===== src/rtl/lpht_pkg.sv =====
`default_nettype none
package lpht_pkg;

   localparam int TABLE_BITS  = 10;
   localparam int KEY_BYTES   = 4;
   localparam int VALUE_BITS  = 32;
   localparam int CAP         = 1 << TABLE_BITS;
   localparam int MAX_ENTRIES = (CAP >> 1) + (CAP >> 2);
   localparam int COUNT_W     = TABLE_BITS + 1;

   localparam logic [31:0] FNV_BASIS = 32'd2166136261;
   localparam logic [31:0] FNV_PRIME = 32'd16777619;
   localparam logic [31:0] FIB_MULT  = 32'd2654435769;

   localparam logic [31:0] KEY_MASK =
      (KEY_BYTES >= 4) ? 32'hffff_ffff : 32'((64'd1 << (8 * KEY_BYTES)) - 64'd1);
   localparam logic [31:0] VALUE_MASK =
      (VALUE_BITS >= 32) ? 32'hffff_ffff : 32'((64'd1 << VALUE_BITS) - 64'd1);

   typedef logic [TABLE_BITS-1:0] slot_type;

   // request actions
   localparam logic [2:0] ACT_LOOKUP = 3'd0;
   localparam logic [2:0] ACT_INSERT = 3'd1;
   localparam logic [2:0] ACT_DELETE = 3'd2;
   localparam logic [2:0] ACT_WRITE  = 3'd3;
   localparam logic [2:0] ACT_CLEAR  = 3'd4;

   // response status codes
   localparam logic [2:0] ST_FOUND     = 3'd0;
   localparam logic [2:0] ST_INSERTED  = 3'd1;
   localparam logic [2:0] ST_NOT_FOUND = 3'd2;
   localparam logic [2:0] ST_FULL      = 3'd3;
   localparam logic [2:0] ST_DONE      = 3'd4;

   // datapath operations
   localparam logic [4:0] OP_NONE       = 5'd0;
   localparam logic [4:0] OP_LOAD       = 5'd1;
   localparam logic [4:0] OP_SWEEP      = 5'd2;
   localparam logic [4:0] OP_HASH_KEY   = 5'd3;
   localparam logic [4:0] OP_HASH_Q     = 5'd4;
   localparam logic [4:0] OP_PROBE_INIT = 5'd5;
   localparam logic [4:0] OP_RD_I       = 5'd6;
   localparam logic [4:0] OP_RD_J       = 5'd7;
   localparam logic [4:0] OP_PROBE_NEXT = 5'd8;
   localparam logic [4:0] OP_HIT        = 5'd9;
   localparam logic [4:0] OP_NOT_FOUND  = 5'd10;
   localparam logic [4:0] OP_FULL       = 5'd11;
   localparam logic [4:0] OP_INSERT     = 5'd12;
   localparam logic [4:0] OP_WRITE_VAL  = 5'd13;
   localparam logic [4:0] OP_DEL_INIT   = 5'd14;
   localparam logic [4:0] OP_DEL_STEP   = 5'd15;
   localparam logic [4:0] OP_DEL_END    = 5'd16;
   localparam logic [4:0] OP_DONE       = 5'd17;
   localparam logic [4:0] OP_OUT        = 5'd18;

   typedef struct packed {
      logic [4:0] op;
   } cmd_type;

   typedef struct packed {
      logic [2:0] action;
      logic       hash_done;
      logic       used_q;
      logic       key_eq;
      logic       at_limit;
      logic       walk_end;
      logic       shift_end;
      logic       slot_bad;
      logic       sweep_last;
      logic       out_free;
   } sts_type;

endpackage
`default_nettype wire


===== src/rtl/lpht_ctrl.sv =====
`default_nettype none
module lpht_ctrl
   import lpht_pkg::*;
(
   input  wire logic    clock,
   input  wire logic    reset,
   input  wire logic    req_valid,
   output logic         req_ready,
   input  wire sts_type sts,
   output cmd_type      cmd
);

   localparam logic [3:0] S_RST_SWEEP = 4'd0;
   localparam logic [3:0] S_IDLE      = 4'd1;
   localparam logic [3:0] S_DISPATCH  = 4'd2;
   localparam logic [3:0] S_HASH_WAIT = 4'd3;
   localparam logic [3:0] S_PROBE_RD  = 4'd4;
   localparam logic [3:0] S_PROBE_CHK = 4'd5;
   localparam logic [3:0] S_SLOT_CHK  = 4'd6;
   localparam logic [3:0] S_DEL_RD    = 4'd7;
   localparam logic [3:0] S_DEL_CHK   = 4'd8;
   localparam logic [3:0] S_DEL_HASH  = 4'd9;
   localparam logic [3:0] S_DEL_STEP  = 4'd10;
   localparam logic [3:0] S_DEL_FIN   = 4'd11;
   localparam logic [3:0] S_SWEEP     = 4'd12;
   localparam logic [3:0] S_CLR_DONE  = 4'd13;
   localparam logic [3:0] S_RESP      = 4'd14;

   logic [3:0] state_ff, state_in;
   logic       is_lookup;

   assign is_lookup = (sts.action == ACT_LOOKUP);
   assign req_ready = (state_ff == S_IDLE);

   always_comb begin
      state_in = state_ff;
      cmd.op   = OP_NONE;
      case (state_ff)
         S_RST_SWEEP: begin
            cmd.op = OP_SWEEP;
            if (sts.sweep_last) state_in = S_IDLE;
         end
         S_IDLE: begin
            if (req_valid) begin
               cmd.op   = OP_LOAD;
               state_in = S_DISPATCH;
            end
         end
         S_DISPATCH: begin
            case (sts.action)
               ACT_LOOKUP: begin
                  cmd.op   = OP_HASH_KEY;
                  state_in = S_HASH_WAIT;
               end
               ACT_INSERT: begin
                  if (sts.at_limit) begin
                     cmd.op   = OP_FULL;
                     state_in = S_RESP;
                  end else begin
                     cmd.op   = OP_HASH_KEY;
                     state_in = S_HASH_WAIT;
                  end
               end
               ACT_DELETE, ACT_WRITE: begin
                  if (sts.slot_bad) begin
                     cmd.op   = OP_NOT_FOUND;
                     state_in = S_RESP;
                  end else begin
                     cmd.op   = OP_RD_I;
                     state_in = S_SLOT_CHK;
                  end
               end
               ACT_CLEAR: state_in = S_SWEEP;
               default: begin
                  cmd.op   = OP_DONE;
                  state_in = S_RESP;
               end
            endcase
         end
         S_HASH_WAIT: begin
            if (sts.hash_done) begin
               cmd.op   = OP_PROBE_INIT;
               state_in = S_PROBE_RD;
            end
         end
         S_PROBE_RD: begin
            cmd.op   = OP_RD_I;
            state_in = S_PROBE_CHK;
         end
         S_PROBE_CHK: begin
            state_in = S_RESP;
            if (!sts.used_q) begin
               cmd.op = is_lookup ? OP_NOT_FOUND : OP_INSERT;
            end else if (sts.key_eq) begin
               cmd.op = OP_HIT;
            end else if (sts.walk_end) begin
               cmd.op = is_lookup ? OP_NOT_FOUND : OP_FULL;
            end else begin
               cmd.op   = OP_PROBE_NEXT;
               state_in = S_PROBE_RD;
            end
         end
         S_SLOT_CHK: begin
            if (!sts.used_q) begin
               cmd.op   = OP_NOT_FOUND;
               state_in = S_RESP;
            end else if (sts.action == ACT_WRITE) begin
               cmd.op   = OP_WRITE_VAL;
               state_in = S_RESP;
            end else begin
               cmd.op   = OP_DEL_INIT;
               state_in = S_DEL_RD;
            end
         end
         S_DEL_RD: begin
            cmd.op   = OP_RD_J;
            state_in = S_DEL_CHK;
         end
         S_DEL_CHK: begin
            if (!sts.used_q) begin
               cmd.op   = OP_DEL_END;
               state_in = S_RESP;
            end else begin
               cmd.op   = OP_HASH_Q;
               state_in = S_DEL_HASH;
            end
         end
         S_DEL_HASH: begin
            if (sts.hash_done) state_in = S_DEL_STEP;
         end
         S_DEL_STEP: begin
            cmd.op   = OP_DEL_STEP;
            state_in = sts.shift_end ? S_DEL_FIN : S_DEL_RD;
         end
         S_DEL_FIN: begin
            cmd.op   = OP_DEL_END;
            state_in = S_RESP;
         end
         S_SWEEP: begin
            cmd.op = OP_SWEEP;
            if (sts.sweep_last) state_in = S_CLR_DONE;
         end
         S_CLR_DONE: begin
            cmd.op   = OP_DONE;
            state_in = S_RESP;
         end
         S_RESP: begin
            if (sts.out_free) begin
               cmd.op   = OP_OUT;
               state_in = S_IDLE;
            end
         end
         default: state_in = S_IDLE;
      endcase
   end

   always_ff @(posedge clock) begin
      if (reset) begin
         state_ff <= S_RST_SWEEP;
      end else begin
         state_ff <= state_in;
      end
   end

endmodule
`default_nettype wire


===== config.mk =====
export PLATFORM = sky130hd
export DESIGN_NAME = lpht_ctrl
export DESIGN_NICKNAME = d
export VERILOG_FILES = /design/src/rtl/lpht_pkg.sv /design/src/rtl/lpht_ctrl.sv
export SDC_FILE = /design/constraint.sdc
export NUM_CORES = 1
export LEC_CHECK = 0
export ABC_AREA = 1
export BUFFER_PORTS_ARGS = -buffer_cell sky130_fd_sc_hd__buf_2
export CORE_UTILIZATION = 45
export CTS_CLUSTER_DIAMETER = 40
export DETAILED_ROUTE_END_ITERATION = 12
export PLACE_DENSITY = 0.76
export SLEW_MARGIN = 10
export SYNTH_ARGS = -nofsm -noshare
export SYNTH_HDL_FRONTEND = slang
export SYNTH_SLANG_ARGS = --single-unit

===== constraint.sdc =====
create_clock -name clock -period 1.14 [get_ports clock]
set_input_delay 0.057 -clock clock [delete_from_list [all_inputs] [get_ports clock]]
set_output_delay 0.057 -clock clock [all_outputs]
set_load 0.05 [all_outputs]

==> results of run 1 <==
## how the worst max path moves through the flow
stage	startpoint	endpoint	slack (ns)	depth (start not counted)
after CTS	state_ff[3]$_SDFFE_PP0P_	cmd[0]	-0.41	8
after detailed placement	state_ff[2]$_SDFFE_PP0P_	cmd[0]	-0.36	5
after global routing	state_ff[3]$_SDFFE_PP0P_	cmd[0]	-0.52	8
after floorplan	state_ff[1]$_SDFFE_PP0P_	cmd[2]	-0.21	8
final	state_ff[3]$_SDFFE_PP0P_	cmd[2]	-0.47	6
after global placement	state_ff[2]$_SDFFE_PP0P_	cmd[1]	-0.31	5
## cells by family (layout without fill, tap and decap cells)
logic type             count (synthesis)  count (layout)  synth area share, %
AO/OA/AOI/OAI                         21              21                15.17
buffers and inverters                 26              82                13.40
flip-flops                             4               4                9.426
AND/OR/NAND/NOR                      107             107                62.00
## what timing repair did
item | CTS | global route
pin swaps | 5 | 10
setup buffers | 6 | 3
endpoints found under the setup margin | 10 | 10
gates resized for setup | 39 | 16
gates cloned | 0 | 0
## per-layer routing
metal / track usage [%] / share of wire (%) / vias to the layer above
met5: 0 / 0 / -
met4: 15.15 / 5.1 / 0
met3: 13.10 / 10 / 28
met2: 61.14 / 45 / 118
met1: 50.12 / 40 / 599
li1: - / - / 626
## synthesized netlist by cell type
cell type	instances	area (um2)
a21oi_2	2	17.52
nor3_1	1	5.000
nand3b_1	1	7.510
clkinv_2	1	5.000
nand3_2	4	40.04
nor3_2	1	10.01
inv_2	4	15.01
a21oi_1	7	35.03
nand4_1	3	18.77
o21bai_1	1	7.510
inv_1	18	67.56
nor2_2	6	37.54
nor2_1	19	71.32
o211ai_1	1	7.510
nand2_2	3	18.77
nor2_4	4	45.04
o21ai_1	1	5.000
o21ai_0	5	25.02
o2111ai_1	1	8.760
nand3_1	17	85.08
buf_4	2	15.01
buf_6	1	11.26
a32o_1	1	10.01
dfxtp_1	4	80.08
a31oi_1	2	12.51
nand2_4	1	11.26
nand2_1	47	176.4
## per-stage QoR
step | total power [mW] | cell area (um2) | hold WS (ns) | utilization, %
floorplan | 2.056 | 937.1 | 0.1103 | -
global placement | 2.652 | 1226 | 0.2582 | 70.25
detailed placement | 2.691 | 1226 | 0.2601 | 70.25
CTS | 3.389 | 1416 | 0.001140 | 81.15
global route | 3.890 | 1499 | 0.004707 | 85.88
finish | 3.724 | 1499 | 0.007522 | 85.88
## power by group through the flow
stage / Clock [mW] / Combinational [mW] / Sequential [mW]
after global routing: 0.231 / 3.25 / 0.408
final: 0.214 / 3.11 / 0.401
after floorplan: 0 / 1.81 / 0.244
after global placement: 0 / 2.33 / 0.326
after CTS: 0.208 / 2.80 / 0.385
after detailed placement: 0 / 2.36 / 0.336
## area by class of cell
class | instances | area, um2
Clock buffer | 4 | 26.28
Tap cell | 25 | 31.28
Fill cell | 106 | 246.5
Inverter | 23 | 98.84
Timing Repair Buffer | 55 | 426.7
Sequential cell | 4 | 95.09
Multi-Input combinational cell | 128 | 820.8
## critical path, stage by stage (launching register included)
cell      delay (ns)
dfxtp_4         0.41
inv_6           0.06
buf_4           0.14
nor2_4          0.18
o211ai_1        0.18
nand4_1         0.16
buf_6           0.17
==> impl_results.md, run 1 <==
- Critical Path Sink Type: output pin
- PwrDens: 2484 mW/mm2
- Flop-to-flop setup slack: -0.37 ns
- Post-Syn Area per Cell: ~5.4 um2
- Drt first pass iters: 4
- Worst slew pin tran: about 0.28 ns
- Rows: 15
- First-pass GRT wire length: 5720 um
- Core area: 0.001745 mm2
- Cells after Synth: 158
- Most frequent cells in the layout: 43 x nand2_1, 28 x buf_4, 15 x inv_1, 15 x nand3_1
- HP Class: input pin to register
- Hold Path Sink: state_ff[2]$_SDFFE_PP0P_
- CTS root buffer: clkbuf_4
- Final setup violation count: 10
- Biggest register: state_ff
- VDD IR max: about 1900 uV
- Fin crit period: 1.614 ns
- Synth Register Bits: 4
- Violated checks: negative setup slack
- Synthesized area: 849.6 um2
- Final Non-Filler Cells: 239
- WL/cell: 16.23 um
- Vias in the first global route: ~1200
- DRC viols: 0
- Routed Antenna Nets: 0
- Antenna violations before repair: 0
- Setup ws final: -0.4740 ns
- Starting Density: between 40% and 50%
- Worst relative slew slack: ~81%
- Die Ht: 45.45 um
- CTS HTree Levels: 1
- Vias per cell: between 5 and 6
- Worst-Skew Late Latency: 0.25 ns
- Unique masters post-synth: 27
- Max-cap violations: 0
- Min-delay src: reset
- Syn Nets: 173
- Clk sinks: 4
- Total gr overflow: 0
- Sequential share of power: 10.8%
- Sw Share: 56.62%
- Die width: 45.45 um
- Setup crit start kind: register
- Clock power share: under 10%
- Final GP Congestion: 0.9073
- Min-Delay Path Depth: 2
- Post-place setup slack: -0.3641 ns
- Hold-fix buffers, CTS: 0
- Clk_skew: 0.004716 ns
- Initial DRC Count: 78
- Status: finished with violations
- Die area: 0.002066 mm2
- Register area share after synthesis: 9.426%
- N_diodes: 0
- Num CTS Buffers: 3
- Max reg flops: 4
- Top Ports: 21
- FF-to-FF Start: state_ff[3]$_SDFFE_PP0P_
- Tot GR Track Use: 39.46%
- Ys Warns: 0
- I/O Buffers: 20
- Commonest non-fill, non-tap cell in the layout: nand2_1
- Gate power share: 83.5%
- Clock transition at path regs: approximately 0.050 ns
- FF-to-FF End: state_ff[0]$_SDFFE_PP0P_
- Layout cells sized above 1: 50.93%
- RSZ-0062 raised after global routing: true
- Largest net degree at the start of global routing: 7
- CP Data Arrival Time: 1.56 ns
- Worst Path Class, Setup: register to output pin
- Drt total wl: 3880 um
- Worst Path Required: 1.08 ns
- NetSw: 2.109 mW
- CTS tree: yes
- Critical-path maximum fanout: 6
- Largest registers: state_ff: 4 flops
- Tcrit/Tclk final: 141.6%
- DP HPWL: 2384 um
- Pint: 1.615 mW
- R2R cell count: 9
- Placed Instances: 226
- Final Hold Fails: 0
- Nets: 230
- Clk buf depth: 2
- FMAX: 0.6196 GHz
- Final setup TNS: -3.458 ns
- Via count: ~1400
- Final Max Tran Viols: 0
- Pleak: 0.7905 nW
- Synth-to-Final Area Change: 76.44%
(Power assumes the default switching activity.)
==> inputs of run 2 (changes only) <==
- CORE_MARGIN: unset -> 2
- PLACE_DENSITY: 0.76 -> 0.77
==> run 2 against run 1 <==
Effect of this change:
- the flow still finishes with violations (negative setup slack)
- clock power is essentially flat
- first-iteration DRC count rose by 130%
- global-route usage hardly changed
- sequential cell count stayed put
- maximum frequency is 3.1% lower
- register-to-register slack about the same
- critical path type unchanged
- highest routed layer unchanged
- power is 6.3% higher
- critical path depth decreased by 1
- combinational power grew 7.1%
==> impl_results.md, run 2 (synthesis results as in run 1) <==
- Status: finished with violations
- Violated checks: negative setup slack
- Clk sinks: 4
- Setup ws final: -0.5264 ns
- Synth-to-Final Area Change: 84.54%
- HP Class: input pin to register
- Total gr overflow: 0
- Vias per cell: 6.129
- Die area: roughly 0.0023 mm2
- Most frequent cells in the layout: 41 x nand2_1, 28 x buf_4, 16 x inv_1
- Routed Antenna Nets: 0
- Final Hold Fails: 0
- Starting Density: 48.67%
- Nets: 232
- Final Max Tran Viols: 0
- Antenna violations before repair: 0
- FMAX: about 0.60 GHz
- Rows: 15
- M2 GR Usage: 63.78%
- Layout fillers: just over 90
- Largest net degree at the start of global routing: 8
- Top Ports: 21
- Critical Path Sink Type: output pin
- Worst Path Required: roughly 1.1 ns
- Die width: 47.45 um
- First-pass GRT wire length: 6120 um
- Drt first pass iters: 5
- Via count: 1477
- Final setup violation count: 10
- Grt peak-use layer: met2
- Finished Core Util: 89.82%
- Largest registers: state_ff: 4 flops
- CTS tree: yes
- Tot Pwr: around 4.0 mW
- Drt total wl: 4569 um
- Biggest register: state_ff
- Critical-path maximum fanout: 6
- N_diodes: 0
- DRC viols: 0
- CTS HTree Levels: 1
- Worst slew pin tran: 0.3845 ns
- Clock transition at path regs: approximately 0.04 ns
- I/O Buffers: 20
- VDD IR max: 1890 uV
- Clk buf depth: 2
- RSZ-0062 raised after global routing: true
- PwrDens: 2525 mW/mm2
- DP HPWL: between 2000 and 2500 um
- Final GP Congestion: 0.9944
- Initial DRC Count: 180
- Max reg flops: 4
- Worst-Skew Late Latency: 0.26 ns
- Pleak: roughly 0.79 nW
- Max-cap violations: 0
- CTS root buffer: clkbuf_4
- Fin crit period: around 1.7 ns
- Setup crit start kind: register
- Worst Path Class, Setup: register to output pin
- Vias in the first global route: between 1000 and 1500
- Routing usage on met1: a little under half
- Worst relative slew slack: 74.23%
- Tot GR Track Use: 39.43%
- Met3 Use GR: 15.09%
- Sequential cell area: 95.09 um2
- Core area: 0.001745 mm2
- CP Data Arrival Time: 1.61 ns
- Multi-input gate area: 858.3 um2
- Layout cells sized above 1: 54.17%
- Num CTS Buffers: 3
- Commonest non-fill, non-tap cell in the layout: nand2_1
- WL/cell: 18.96 um
- Tcrit/Tclk final: 146.2%
- Die Ht: 47.45 um
- Clk_skew: 0.002290 ns
[run 2: area by class of cell]
cell class,count,area share [%]
Clock buffer,4,1.676
Inverter,23,6.464
Multi-Input combinational cell,128,54.75
Sequential cell,4,6.065
Tap cell,25,1.995
Timing Repair Buffer,57,29.05
[run 2: where the power goes]
group,internal [mW],switching [mW],total (mW)
clock network,0.133,0.0819,0.215
registers,0.228,0.187,0.415
logic,1.31,2.02,3.33
[run 2: timing repair]
| item | CTS | global route |
|---|---|---|
| hold endpoints to repair | 2 | 0 |
| resized for setup | 43 | 20 |
| hold buffers | 1 | 0 |
| pin swaps | 17 | 24 |
| buffers inserted | 7 | 1 |
| endpoints found under the setup margin | 10 | 10 |
[run 2: per-stage QoR]
stage | std cells | setup WS [ns] | area (um2) | hold slack, ns | setup TNS (ns)
after global placement | 229 | -0.2877 | 1249 | 0.2624 | -2.084
after floorplan | 158 | -0.2131 | 937.1 | 0.1103 | -0.7212
after detailed placement | 229 | -0.3367 | 1249 | 0.2646 | -2.365
after global routing | 241 | -0.6097 | 1568 | 0.3504 | -4.582
final | 241 | -0.5264 | 1568 | 0.3043 | -3.707
after CTS | 241 | -0.4015 | 1479 | 0.2854 | -2.754
[run 2: worst max-delay path, cell delays in order, from the launching register on]
cell	delay, ns
dfxtp_4	0.44
nand2_2	0.12
nor3_2	0.36
nor2_1	0.10
nand4_1	0.15
buf_6	0.18
[run 2: worst paths after layout]
check | slack (ns) | to | from | cells after the start
hold reg to reg | 0.58 | state_ff[3]$_SDFFE_PP0P_ | state_ff[3]$_SDFFE_PP0P_ | 2
hold / removal | 0.30 | state_ff[2]$_SDFFE_PP0P_ | sts[3] | 8
setup reg to reg | -0.36 | state_ff[1]$_SDFFE_PP0P_ | state_ff[3]$_SDFFE_PP0P_ | 8
setup / recovery | -0.53 | cmd[1] | state_ff[2]$_SDFFE_PP0P_ | 5
[run 2: per-layer routing]
metal | up-vias | wire (um) | share of wire, %
met2 | 137 | 2072 | 45
met1 | 661 | 1614 | 35
met3 | 47 | 584 | 13
met4 | 0 | 297 | 6.5
met5 | - | 0 | 0
li1 | 632 | - | -
==> inputs of run 3 (changes only) <==
- BUFFER_PORTS_ARGS: -buffer_cell sky130_fd_sc_hd__buf_2 -> -buffer_cell sky130_fd_sc_hd__buf_4
- CELL_PAD_IN_SITES_DETAIL_PLACEMENT: unset -> 1
- CELL_PAD_IN_SITES_GLOBAL_PLACEMENT: unset -> 2
- CORE_UTILIZATION: 45 -> 23
- PLACE_DENSITY: 0.77 -> 0.8
==> run 3 against run 2 <==
Effect of this change:
- the flow still finishes with violations (negative setup slack)
- final cell count up 11%
- core utilization decreased by 43 points
- combinational power decreased by 2%
- power increased by 1.4%
- non-clock buffer count increased by 3
- global-route usage is 19 points lower
- via count down 15%
- die area grew 86%
- critical endpoint is now cmd[2]
- largest power group unchanged
==> impl_results.md, run 3 (synthesis results as in run 1) <==
- Status: finished with violations
- Violated checks: negative setup slack
- CP Data Arrival Time: 1.53 ns
- Final Hold Fails: 0
- Tcrit/Tclk final: 139.3%
- Clock power share: ~8%
- I/O Buffers: 20
- Commonest non-fill, non-tap cell in the layout: buf_4
- Top Ports: 21
- WL/cell: about 16 um
- NetSw: 2.175 mW
- HP Class: input pin to register
- DRC viols: 0
- Worst Path Class, Setup: register to output pin
- Tot GR Track Use: between 20% and 30%
- Setup crit start kind: register
- Most frequent cells in the layout: 45 x buf_4, 42 x nand2_1, 16 x inv_1
- Setup ws final: -0.4477 ns
- Rows: 22
- Worst slew pin tran: 0.3537 ns
- Fin crit period: about 1.6 ns
- Clk_skew: 0.002667 ns
- Gate power share: 81.6%
- Antenna violations before repair: 0
- Post-place setup slack: -0.4392 ns
- Clock transition at path regs: 0.03 ns
- Hold Path Sink: state_ff[2]$_SDFFE_PP0P_
- FF-to-FF End: state_ff[0]$_SDFFE_PP0P_
- Total gr overflow: 0
- Worst Path Required: 1.08 ns
- Final setup violation count: 10
- FF-to-FF Start: state_ff[3]$_SDFFE_PP0P_
- R2R cell count: 8
- Finished Core Util: between 40 and 50%
- Starting Density: about a quarter
- Drt first pass iters: 4
- Pleak: 0.8314 nW
- Min-delay src: reset
- Sequential cell area: 95.09 um2
- VDD IR max: about 820 uV
- CTS tree: yes
- Clk sinks: 4
- Min-Delay Path Depth: 2
- Pint: approximately 1.8 mW
- Tot Pwr: 4.014 mW
- Max reg flops: 4
- Num CTS Buffers: 3
- Critical Path Sink Type: output pin
- Initial DRC Count: 71
- Final Max Tran Viols: 0
- Clk buf depth: 2
- Vias in the first global route: 1356
- Routed Antenna Nets: 0
- Drt total wl: 4182 um
- CTS HTree Levels: 1
- DP HPWL: 3063 um
- Nets: 235
- Via count: around 1300
- Critical-path maximum fanout: 5
- Die width: around 65 um
- Sw Share: 54.19%
- First-pass GRT wire length: 6693 um
- Hold-fix buffers, CTS: 0
- Largest registers: state_ff: 4 flops
- Biggest register: state_ff
- Final setup TNS: -3.261 ns
- Die Ht: 64.78 um
- Die area: around 0.0042 mm2
- N_diodes: 0
- FMAX: roughly 0.63 GHz
- RSZ-0062 raised after global routing: true
- Synth-to-Final Area Change: 96.61%
- Layout fillers: 461
- CTS root buffer: clkbuf_8
- Worst relative slew slack: 76.33%
- Core area: approximately 0.0036 mm2
- Max-cap violations: 0
- Final GP Congestion: 0.9094
- Multi-input gate area: around 850 um2
- Flop-to-flop setup slack: -0.32 ns
- Layout cells sized above 1: a little over half
- Sequential share of power: between 10% and 20%
- PwrDens: around 2400 mW/mm2
- Final hold slack: 0.01758 ns
- Vias per cell: 4.727
- Largest net degree at the start of global routing: 8
- Worst-Skew Late Latency: ~0.22 ns
[run 3: cell types whose count changed in the layout (fill, tap and decap cells not counted), sizes merged]
cell         delta
dlygate4sd3     -1
buf             +4
[run 3: final cells by class]
cell class	instances	share of cell area, %
inverter	23	6.067
timing repair buffer	60	31.01
sequential	4	5.693
tap	48	3.596
clock buffer	4	2.697
multi-input combinational	128	50.94
[run 3: power by group through the flow]
stage | Sequential [mW] | Combinational, mW | Clock [mW]
2_1_floorplan | 0.244 | 1.81 | 0
3_3_place_gp | 0.334 | 2.47 | 0
3_5_place_dp | 0.342 | 2.51 | 0
4_1_cts | 0.388 | 2.84 | 0.333
5_1_grt | 0.424 | 3.47 | 0.354
6_report | 0.415 | 3.27 | 0.325
[run 3: per-stage QoR]
stage	cell area [um2]	instances
2_1_floorplan	937.1	158
3_3_place_gp	1313	250
3_5_place_dp	1313	250
4_1_cts	1511	260
5_1_grt	1670	267
6_report	1670	267
[run 3: per-layer routing]
layer  vias up  track usage (%)  wire (um)
li1        634                -          -
met1       604            27.99       1935
met2        22            34.79       2113
met3         2            2.431        119
met4         0            2.926         14
met5         -                0          0
[run 3: how the worst max path moves through the flow]
stage,to,start,slack (ns),cells past startpoint
floorplan,cmd[2],state_ff[1]$_SDFFE_PP0P_,-0.21,8
CTS,cmd[2],state_ff[0]$_SDFFE_PP0P_,-0.40,7
detailed placement,cmd[0],state_ff[2]$_SDFFE_PP0P_,-0.44,8
global route,cmd[2],state_ff[0]$_SDFFE_PP0P_,-0.49,8
finish,cmd[2],state_ff[3]$_SDFFE_PP0P_,-0.45,6
global placement,cmd[0],state_ff[2]$_SDFFE_PP0P_,-0.44,8
[run 3: repair_timing]
action	in CTS	in global routing
setup endpoints to repair	10	10
setup buffers	6	7
pin swaps	11	12
resized for setup	31	24
[run 3: critical path, cell delays in order (launching register included)]
cell and delay [ns]:
dfxtp_4 0.41, inv_6 0.07, buf_6 0.12, nor2_4 0.19, o211ai_1 0.17, nand4_1 0.17, buf_6 0.18
